## config.mk

```make
export PLATFORM = sky130hd
export DESIGN_NAME = tap_code_translator
export DESIGN_NICKNAME = d
export VERILOG_FILES = /design/src/hw/rtl/tct_pkg.sv /design/src/hw/rtl/tap_code_translator.sv /design/src/hw/rtl/tct_front.sv /design/src/hw/rtl/tct_cmd_fifo.sv /design/src/hw/rtl/tct_back.sv
export SDC_FILE = /design/constraint.sdc
export NUM_CORES = 1
export LEC_CHECK = 0
export BUFFER_PORTS_ARGS = -buffer_cell sky130_fd_sc_hd__buf_2
export CAP_MARGIN = 20
export CORE_MARGIN = 10
export CORE_UTILIZATION = 54
export CTS_BUF_LIST = sky130_fd_sc_hd__clkbuf_8 sky130_fd_sc_hd__clkbuf_16
export DETAILED_ROUTE_END_ITERATION = 10
export GPL_TIMING_DRIVEN = 0
export PLACE_DENSITY = 0.74
export SYNTH_ARGS = -nofsm -noshare
export SYNTH_HDL_FRONTEND = slang
export SYNTH_SLANG_ARGS = --single-unit
```

## constraint.sdc

```tcl
create_clock -name clk -period 4.5 [get_ports clk]
set_clock_uncertainty 0.1 [all_clocks]
set_input_delay 0.675 -clock clk [delete_from_list [all_inputs] [get_ports clk]]
set_output_delay 0.675 -clock clk [all_outputs]
set_load 0.01 [all_outputs]
```

## src/hw/rtl/tct_pkg.sv

```systemverilog
// Shared types, character codes and cell functions of the tap code translator.
// No dependencies; used by all tct_* modules and the top level.
package tct_pkg;

    localparam logic [7:0] CharNul   = 8'h00;
    localparam logic [7:0] CharSpace = 8'h20;
    localparam logic [7:0] CharDot   = 8'h2E;
    localparam logic [7:0] CharUpA   = 8'h41;
    localparam logic [7:0] CharUpZ   = 8'h5A;
    localparam logic [7:0] CharA     = 8'h61;
    localparam logic [7:0] CharK     = 8'h6B;
    localparam logic [7:0] CharZ     = 8'h7A;

    localparam logic [2:0] TapSide = 3'd5;
    localparam logic [2:0] TapSat  = 3'd6;

    localparam int CmdDepth = 4;

    // One command from the front: what the back has to emit for one item.
    typedef struct packed {
        logic       dec_valid;
        logic [7:0] dec_char;
        logic       enc_valid;
        logic [2:0] enc_row;    // 0..4
        logic [2:0] enc_col;    // 0..4
        logic       enc_space;
        logic       term;
    } tct_cmd_t;

    typedef struct packed {
        logic [2:0] row;
        logic [2:0] col;
    } tct_cell_t;

    // Row and column counts 1..5 to a lowercase letter, skipping k.
    function automatic logic [7:0] decode_cell(input logic [2:0] row, input logic [2:0] col);
        logic [4:0] r0;
        logic [4:0] idx;
        r0  = {2'b00, row - 3'd1};
        idx = (r0 << 2) + r0 + {2'b00, col - 3'd1};
        if (idx >= 5'd10)
            idx = idx + 5'd1;
        return CharA + {3'b000, idx};
    endfunction

    // Lowercase letter to its zero-based cell; k shares the cell of c.
    function automatic tct_cell_t encode_cell(input logic [7:0] lc);
        logic [4:0] idx;
        tct_cell_t  pos;
        idx = lc[4:0] - 5'd1;
        if (lc == CharK)
            idx = 5'd2;
        else if (lc > CharK)
            idx = idx - 5'd1;
        if (idx >= 5'd20) begin
            pos.row = 3'd4;
            pos.col = 3'(idx - 5'd20);
        end else if (idx >= 5'd15) begin
            pos.row = 3'd3;
            pos.col = 3'(idx - 5'd15);
        end else if (idx >= 5'd10) begin
            pos.row = 3'd2;
            pos.col = 3'(idx - 5'd10);
        end else if (idx >= 5'd5) begin
            pos.row = 3'd1;
            pos.col = 3'(idx - 5'd5);
        end else begin
            pos.row = 3'd0;
            pos.col = 3'(idx);
        end
        return pos;
    endfunction

endpackage

```

## src/hw/rtl/tap_code_translator.sv

```systemverilog
// Top level of the tap code translator: front end, command queue, back end.
// Depends on tct_pkg, tct_front, tct_cmd_fifo and tct_back.
//
//   channel  | handshake            | payload
//   ---------+----------------------+-------------------
//   input    | push / full          | in_char, in_last
//   result   | empty / pop          | out_char, run_last
//
// The front end takes one character per cycle while the queue has room.
// The back end emits one result beat per cycle while the result side keeps popping,
// through the single output register; a letter that closes a group and ends the
// message produces up to 13 beats, dots and spaces 1 to 2.
// Items that produce nothing never enter the queue.
// Reset clears the group state and empties the queue and the output register at once.
module tap_code_translator
#(
    parameter int CMD_DEPTH = tct_pkg::CmdDepth
)
(
    input  logic       clk,
    input  logic       rst_n,
    input  logic       push,
    output logic       full,
    input  logic [7:0] in_char,
    input  logic       in_last,
    output logic       empty,
    input  logic       pop,
    output logic [7:0] out_char,
    output logic       run_last
);

    logic              accept;
    logic              cmd_push;
    tct_pkg::tct_cmd_t cmd_in;
    tct_pkg::tct_cmd_t cmd_head;
    logic              cmd_avail;
    logic              cmd_take;
    logic              cmd_full;

    assign full   = cmd_full;
    assign accept = push && !cmd_full;

    tct_front u_front
    (
        .clk       (clk),
        .rst_n     (rst_n),
        .accept    (accept),
        .in_char   (in_char),
        .in_last   (in_last),
        .cmd_valid (cmd_push),
        .cmd       (cmd_in)
    );

    tct_cmd_fifo #(
        .DEPTH (CMD_DEPTH)
    ) u_fifo
    (
        .clk       (clk),
        .rst_n     (rst_n),
        .wr_en     (cmd_push),
        .wr_data   (cmd_in),
        .full      (cmd_full),
        .rd_en     (cmd_take),
        .rd_data   (cmd_head),
        .not_empty (cmd_avail)
    );

    tct_back u_back
    (
        .clk       (clk),
        .rst_n     (rst_n),
        .cmd_avail (cmd_avail),
        .cmd       (cmd_head),
        .cmd_take  (cmd_take),
        .out_char  (out_char),
        .run_last  (run_last),
        .empty     (empty),
        .pop       (pop)
    );

    // a terminator always closes the run of its item
    a_term_is_last: assert property (@(posedge clk) disable iff (!rst_n)
        (!empty && out_char == tct_pkg::CharNul) |-> run_last)
        else $error("terminator beat without run_last");

    // a final character always queues a command
    a_last_queues: assert property (@(posedge clk) disable iff (!rst_n)
        (push && !full && in_last) |=> cmd_avail)
        else $error("final character produced no command");

    // the back end never pulls from an empty queue
    a_take_avail: assert property (@(posedge clk) disable iff (!rst_n)
        cmd_take |-> (cmd_avail && !(cmd_full && cmd_push && !cmd_take)))
        else $error("command taken from empty queue");

endmodule

```

## src/hw/rtl/tct_front.sv

```systemverilog
// Front end: classifies each accepted character, tracks the pending dot group
// and builds at most one command per item. Depends on tct_pkg.
module tct_front
(
    input  logic               clk,
    input  logic               rst_n,
    input  logic               accept,
    input  logic [7:0]         in_char,
    input  logic               in_last,
    output logic               cmd_valid,
    output tct_pkg::tct_cmd_t  cmd
);

    localparam logic [1:0] PH_IDLE = 2'd0;
    localparam logic [1:0] PH_ROW  = 2'd1;
    localparam logic [1:0] PH_COL  = 2'd2;

    logic [1:0] phase_reg, phase_next;
    logic [2:0] row_reg, row_next;
    logic [2:0] col_reg, col_next;

    logic [1:0] phase_eff;
    logic [1:0] grp_phase;
    logic [2:0] grp_row;
    logic [2:0] grp_col;
    logic       is_dot;
    logic       is_sep;
    logic       closing;
    logic       is_letter;
    logic [7:0] lc;
    tct_pkg::tct_cell_t enc_pos;

    always_comb
    begin
        phase_eff = (phase_reg == PH_ROW || phase_reg == PH_COL) ? phase_reg : PH_IDLE;
        is_dot    = (in_char == tct_pkg::CharDot);
        is_sep    = (in_char == tct_pkg::CharSpace) && (phase_eff == PH_ROW);

        lc = in_char;
        if (in_char >= tct_pkg::CharUpA && in_char <= tct_pkg::CharUpZ)
            lc = in_char | 8'h20;
        is_letter = (lc >= tct_pkg::CharA) && (lc <= tct_pkg::CharZ);
        enc_pos   = tct_pkg::encode_cell(lc);

        // group as it stands after this character
        grp_phase = phase_eff;
        grp_row   = row_reg;
        grp_col   = col_reg;
        if (is_dot) begin
            unique case (phase_eff)
                PH_IDLE:
                begin
                    grp_phase = PH_ROW;
                    grp_row   = 3'd1;
                    grp_col   = 3'd0;
                end
                PH_ROW:
                begin
                    if (row_reg < tct_pkg::TapSat)
                        grp_row = row_reg + 3'd1;
                end
                default:
                begin
                    if (col_reg < tct_pkg::TapSat)
                        grp_col = col_reg + 3'd1;
                end
            endcase
        end else if (is_sep) begin
            grp_phase = PH_COL;
        end

        closing = !(is_dot || is_sep) || in_last;

        cmd.dec_valid = closing && (grp_phase != PH_IDLE)
                        && (grp_row >= 3'd1) && (grp_row <= tct_pkg::TapSide)
                        && (grp_col >= 3'd1) && (grp_col <= tct_pkg::TapSide);
        cmd.dec_char  = tct_pkg::decode_cell(grp_row, grp_col);
        cmd.enc_valid = !(is_dot || is_sep) && is_letter;
        cmd.enc_row   = enc_pos.row;
        cmd.enc_col   = enc_pos.col;
        cmd.enc_space = !in_last;
        cmd.term      = in_last;

        cmd_valid = accept && (cmd.dec_valid || cmd.enc_valid || cmd.term);

        phase_next = phase_reg;
        row_next   = row_reg;
        col_next   = col_reg;
        if (accept) begin
            phase_next = closing ? PH_IDLE : grp_phase;
            row_next   = closing ? 3'd0 : grp_row;
            col_next   = closing ? 3'd0 : grp_col;
        end
    end

    always_ff @(posedge clk or negedge rst_n)
    begin
        if (!rst_n) begin
            phase_reg <= PH_IDLE;
            row_reg   <= 3'd0;
            col_reg   <= 3'd0;
        end else begin
            phase_reg <= phase_next;
            row_reg   <= row_next;
            col_reg   <= col_next;
        end
    end

endmodule

```

## src/hw/rtl/tct_cmd_fifo.sv

```systemverilog
// Short command queue between front and back ends.
// Depends on tct_pkg for the command type.
module tct_cmd_fifo
#(
    parameter int DEPTH = tct_pkg::CmdDepth
)
(
    input  logic               clk,
    input  logic               rst_n,
    input  logic               wr_en,
    input  tct_pkg::tct_cmd_t  wr_data,
    output logic               full,
    input  logic               rd_en,
    output tct_pkg::tct_cmd_t  rd_data,
    output logic               not_empty
);

    localparam int AW = (DEPTH > 1) ? $clog2(DEPTH) : 1;
    localparam int CW = $clog2(DEPTH + 1);
    localparam logic [AW-1:0] LastAddr = AW'(DEPTH - 1);
    localparam logic [CW-1:0] FullCount = CW'(DEPTH);

    tct_pkg::tct_cmd_t mem [DEPTH];

    logic [AW-1:0] wr_ptr_reg, wr_ptr_next;
    logic [AW-1:0] rd_ptr_reg, rd_ptr_next;
    logic [CW-1:0] count_reg, count_next;

    assign full      = (count_reg == FullCount);
    assign not_empty = (count_reg != '0);
    assign rd_data   = mem[rd_ptr_reg];

    always_comb
    begin
        wr_ptr_next = wr_ptr_reg;
        rd_ptr_next = rd_ptr_reg;
        count_next  = count_reg;
        if (wr_en)
            wr_ptr_next = (wr_ptr_reg == LastAddr) ? '0 : wr_ptr_reg + AW'(1);
        if (rd_en)
            rd_ptr_next = (rd_ptr_reg == LastAddr) ? '0 : rd_ptr_reg + AW'(1);
        if (wr_en && !rd_en)
            count_next = count_reg + CW'(1);
        else if (rd_en && !wr_en)
            count_next = count_reg - CW'(1);
    end

    always_ff @(posedge clk)
    begin
        if (wr_en)
            mem[wr_ptr_reg] <= wr_data;
    end

    always_ff @(posedge clk or negedge rst_n)
    begin
        if (!rst_n) begin
            wr_ptr_reg <= '0;
            rd_ptr_reg <= '0;
            count_reg  <= '0;
        end else begin
            wr_ptr_reg <= wr_ptr_next;
            rd_ptr_reg <= rd_ptr_next;
            count_reg  <= count_next;
        end
    end

endmodule

```

## src/hw/rtl/tct_back.sv

```systemverilog
// Back end: steps through one command a beat at a time into the output register.
// Depends on tct_pkg.
module tct_back
(
    input  logic               clk,
    input  logic               rst_n,
    input  logic               cmd_avail,
    input  tct_pkg::tct_cmd_t  cmd,
    output logic               cmd_take,
    output logic [7:0]         out_char,
    output logic               run_last,
    output logic               empty,
    input  logic               pop
);

    localparam logic [2:0] ST_IDLE = 3'd0;
    localparam logic [2:0] ST_DEC  = 3'd1;
    localparam logic [2:0] ST_ROW  = 3'd2;
    localparam logic [2:0] ST_SEP  = 3'd3;
    localparam logic [2:0] ST_COL  = 3'd4;
    localparam logic [2:0] ST_TSP  = 3'd5;
    localparam logic [2:0] ST_TERM = 3'd6;

    logic [2:0]        stage_reg, stage_next;
    logic [2:0]        cnt_reg, cnt_next;
    tct_pkg::tct_cmd_t cmd_reg, cmd_next;
    logic [7:0]        out_char_reg, out_char_next;
    logic              run_last_reg, run_last_next;
    logic              out_valid_reg, out_valid_next;

    logic       advance;
    logic       busy;
    logic [2:0] stage_follow;
    logic [2:0] cnt_follow;
    logic [7:0] beat_char;

    function automatic logic [2:0] tail_stage(input tct_pkg::tct_cmd_t c);
        return c.term ? ST_TERM : ST_IDLE;
    endfunction

    function automatic logic [2:0] after_dec(input tct_pkg::tct_cmd_t c);
        return c.enc_valid ? ST_ROW : tail_stage(c);
    endfunction

    function automatic logic [2:0] first_stage(input tct_pkg::tct_cmd_t c);
        return c.dec_valid ? ST_DEC : after_dec(c);
    endfunction

    assign out_char = out_char_reg;
    assign run_last = run_last_reg;
    assign empty    = !out_valid_reg;

    always_comb
    begin
        advance = !out_valid_reg || pop;
        busy    = (stage_reg != ST_IDLE);

        stage_follow = ST_IDLE;
        cnt_follow   = 3'd0;
        beat_char    = tct_pkg::CharNul;
        unique case (stage_reg)
            ST_IDLE:
            begin
                stage_follow = ST_IDLE;
            end
            ST_DEC:
            begin
                beat_char    = cmd_reg.dec_char;
                stage_follow = after_dec(cmd_reg);
            end
            ST_ROW:
            begin
                beat_char = tct_pkg::CharDot;
                if (cnt_reg == cmd_reg.enc_row) begin
                    stage_follow = ST_SEP;
                end else begin
                    stage_follow = ST_ROW;
                    cnt_follow   = cnt_reg + 3'd1;
                end
            end
            ST_SEP:
            begin
                beat_char    = tct_pkg::CharSpace;
                stage_follow = ST_COL;
            end
            ST_COL:
            begin
                beat_char = tct_pkg::CharDot;
                if (cnt_reg == cmd_reg.enc_col) begin
                    stage_follow = cmd_reg.enc_space ? ST_TSP : tail_stage(cmd_reg);
                end else begin
                    stage_follow = ST_COL;
                    cnt_follow   = cnt_reg + 3'd1;
                end
            end
            ST_TSP:
            begin
                beat_char    = tct_pkg::CharSpace;
                stage_follow = tail_stage(cmd_reg);
            end
            ST_TERM:
            begin
                beat_char    = tct_pkg::CharNul;
                stage_follow = ST_IDLE;
            end
            default:
            begin
                stage_follow = ST_IDLE;
            end
        endcase

        // take the next command on the final beat of this one, no bubble
        cmd_take = cmd_avail && (!busy || (advance && stage_follow == ST_IDLE));

        stage_next     = stage_reg;
        cnt_next       = cnt_reg;
        cmd_next       = cmd_reg;
        out_char_next  = out_char_reg;
        run_last_next  = run_last_reg;
        out_valid_next = out_valid_reg;

        if (busy && advance) begin
            stage_next     = stage_follow;
            cnt_next       = cnt_follow;
            out_char_next  = beat_char;
            run_last_next  = (stage_follow == ST_IDLE);
            out_valid_next = 1'b1;
        end else if (pop) begin
            out_valid_next = 1'b0;
        end

        if (cmd_take) begin
            cmd_next   = cmd;
            stage_next = first_stage(cmd);
            cnt_next   = 3'd0;
        end
    end

    always_ff @(posedge clk)
    begin
        cmd_reg      <= cmd_next;
        out_char_reg <= out_char_next;
        run_last_reg <= run_last_next;
    end

    always_ff @(posedge clk or negedge rst_n)
    begin
        if (!rst_n) begin
            stage_reg     <= ST_IDLE;
            cnt_reg       <= 3'd0;
            out_valid_reg <= 1'b0;
        end else begin
            stage_reg     <= stage_next;
            cnt_reg       <= cnt_next;
            out_valid_reg <= out_valid_next;
        end
    end

endmodule

```

==> reports/qor.yml <==
timing:
  worst_pin_slew_ns: 0.966
  finalCriticalPeriod_ns: 4.51
  slew_viol_final: 0
  setup_tns_ns: -0.0326
  max_freq_ghz: 0.222
  holdWs_ns: 0.162
  worst_slack_ns: -0.00917
  slew_headroom: 0.355
  hold_viol_final: 0
  rsz0062_at_grt: "yes"
  min_period_over_period: 1.00
  setup_viol: 4
clock_network:
  cts_buffer_depth: 2
  htree_levels: 4
  cts_root_buffer: "clkbuf_16"
  cts_tree: "done"
  clkSinkCount: 120
  cts_buffers: 17
  cts_hold_buffers: 0
  insertion_delay_ns: 0.41
  clkTransAtPathRegs_ns: 0.05
worst_setup_path:
  path_max_fanout: 6
  worst-r2r-cell-count: 19
  endpoint_kind: "flop"
  critPathArrivalTime_ns: 4.55
  startpoint_type: "input port"
  crit_type: "input port to flop"
  crit_required_ns: 4.54
global_routing:
  track_usage: 0.150
  overflow: 0
  grt_first_pass_wirelength_um: 19600
  grt_max_degree: 23
  antenna_found_initial: 0
  grt_pass1_vias: 4039
power_and_ir_drop:
  clkPwrFrac: 0.327
  ir_worst_vdd_mv: 0.384
  power.density_nw_per_um2: 555
  switchingPower_mw: 1.26
  power.internal_mw: 2.98
  p_leak_nw: 2.91
  power_frac_seq: 0.398
  netSwitchingFraction: 0.297
  pwr-share-comb: 0.275
die:
  fp-row-count: 39
  core_um2: 11500
  die_h_um: 128
  io-pin-count: 24
  die_x_um: 128
  die_area_um2: 16500
  initial_utilization: 0.554
detailed_routing:
  antenna_left: 0
  drtPass1Iterations: 4
  vias_per_cell: 5.74
  num_vias: 4037
  drc_errors: 0
  routed_wl_um: 12300
  dr.first_iter.drc_count: 264
  wl_per_cell_um: 17.4
synth:
  synth.top_cell.area_share: 0.463
  synthFlopType: "edfxtp_1"
  avgSynthCellArea_um2: 13.0
  synth_top_area_cell: "edfxtp_1"
  synthArstFlopShare: 0.183
  ys_top_cells_by_area: "edfxtp_1, dfrtp_1, ha_1, mux4_2, inv_1"
  synth_area_um2: 6350
  syn_nets: 541
  synth_seq_cells: 120
  synth_cells: 489
  synth_edf_count: 98
  yosysWarnings: 0
  seq_area_frac_synth: 0.550
  synth.distinct_cells: 66
job:
  maxCapViolations: 0
place:
  dp_hpwl_um: 7950
  pre_cts_ws_ns: -0.873
  io_buffers: 22
  gp_congestion: 0.860
status:
  violations: "setup timing"
  status: "finished, violations left"
final_layout:
  syn_to_final_growth_pct: 20.3
  layout_common_cells: "edfxtp_1, inv_1, ha_1"
  multi_input_area_um2: 2850
  layout_commonest_cell: "edfxtp_1"
  ff_latch_area_um2: 3490
  num_antenna_cells: 0
  drive_gt1_frac: 0.263
  utilization: 0.666
  nNetsFinal: 599
  nFillCells: 805
  largest_register_ffs: 72
min_path:
  hold_class: "input port to async pin"
==> cell usage after synthesis, types with 3 or more instances <==
cell type,n
xor2_1,12
nand3b_1,4
o22ai_1,5
o21ai_0,22
a221o_1,3
a211oi_1,4
mux4_2,18
nor3b_1,3
fa_1,3
clkbuf_1,6
nor2b_1,7
and3_1,3
dfrtp_1,22
inv_1,37
a21o_1,5
mux2i_1,3
xnor2_1,15
buf_2,5
nand2_1,28
and2_1,8
nor3_1,14
nor2_1,27
a22o_1,5
edfxtp_1,98
nand2b_1,7
and2_2,4
nand3_1,7
ha_1,36
mux2_2,8
a21oi_1,23
==> through the flow <==
stage,cells,cell area [um^2],total power [mW]
after floorplan,489,6480,2.56
after global placement,654,6770,2.80
after detailed placement,654,6770,2.87
after CTS,698,7540,4.27
after global routing,703,7640,4.47
final,703,7640,4.24
==> what timing repair did <==
item / 4_1_cts / 5_1_grt
setup endpoints to repair: 24 / 28
cloned: 0 / 0
pin swaps: 13 / 7
buffers inserted: 14 / 5
resized for setup: 13 / 18
==> power groups by stage <==
stage,Sequential (mW),Clock [mW],Combinational (mW)
6_report,1.69,1.39,1.17
5_1_grt,1.72,1.46,1.29
3_5_place_dp,1.71,0,1.16
3_3_place_gp,1.69,0,1.11
2_1_floorplan,1.70,0,0.861
4_1_cts,1.69,1.41,1.17
==> worst paths after layout <==
check | start | end | slack, ns
worst max-delay path | in_char[1] | u_fifo.mem[2][11]$_DFFE_PP_ | -0.009
worst min-delay path | rst_n | u_front.col_reg[0]$_DFFE_PN0P_ | 0.16
worst max register to register | u_front.phase_reg[0]$_DFFE_PN0P_ | u_fifo.mem[2][11]$_DFFE_PP_ | 0.06
worst min register to register | u_fifo.count_reg[2]$_DFFE_PN0P_ | u_fifo.count_reg[2]$_DFFE_PN0P_ | 0.41
max in group asynchronous | rst_n | u_back.cnt_reg[2]$_DFFE_PN0P_ | 3.74
min in group clk | u_fifo.count_reg[2]$_DFFE_PN0P_ | u_fifo.count_reg[2]$_DFFE_PN0P_ | 0.41
==> metal layers <==
metal,vias to the layer above,part of all wire,GRT usage
li1,1937,-,-
met1,1993,0.43,0.176
met2,103,0.51,0.253
met3,4,0.049,0.0513
met4,0,0.0057,0.0477
met5,-,0,0
==> worst max-delay path, stage by stage <==
cell     delay (ns)
buf_2          0.16
ha_4           0.15
and3_4         0.18
and3_4         0.23
mux2_4         0.32
a21oi_4        0.17
ha_4           0.18
xnor2_4        0.07
fa_1           0.58
inv_1          0.06
ha_1           0.27
a21o_1         0.16
a21oi_2        0.18
xor2_2         0.19
a21o_4         0.16
mux2_4         0.31
ha_4           0.19
xnor2_4        0.15
xnor2_2        0.17
==> cell type report <==
cell class,count,area share
Timing Repair Buffer,41,0.0355
Inverter,37,0.0185
Buffer,14,0.0115
Clock buffer,20,0.0611
Tap cell,143,0.0234
Sequential cell,120,0.457
Multi-Input combinational cell,316,0.373
Clock inverter,12,0.0195
==> kinds of logic (layout without fill, tap and decap cells) <==
family / count (synthesis) / count (layout) / share of synthesized area
buffers and inverters: 53 / 124 / 0.0353
AOI/OAI and AO/OA: 95 / 95 / 0.103
xor gates and xnor gates: 27 / 27 / 0.0372
muxes: 31 / 31 / 0.0875
DFF: 120 / 120 / 0.550
and+or+nand+nor: 124 / 124 / 0.107
adders and majority gates: 39 / 39 / 0.0804
No activity file was read; power rests on OpenSTA's default activity.
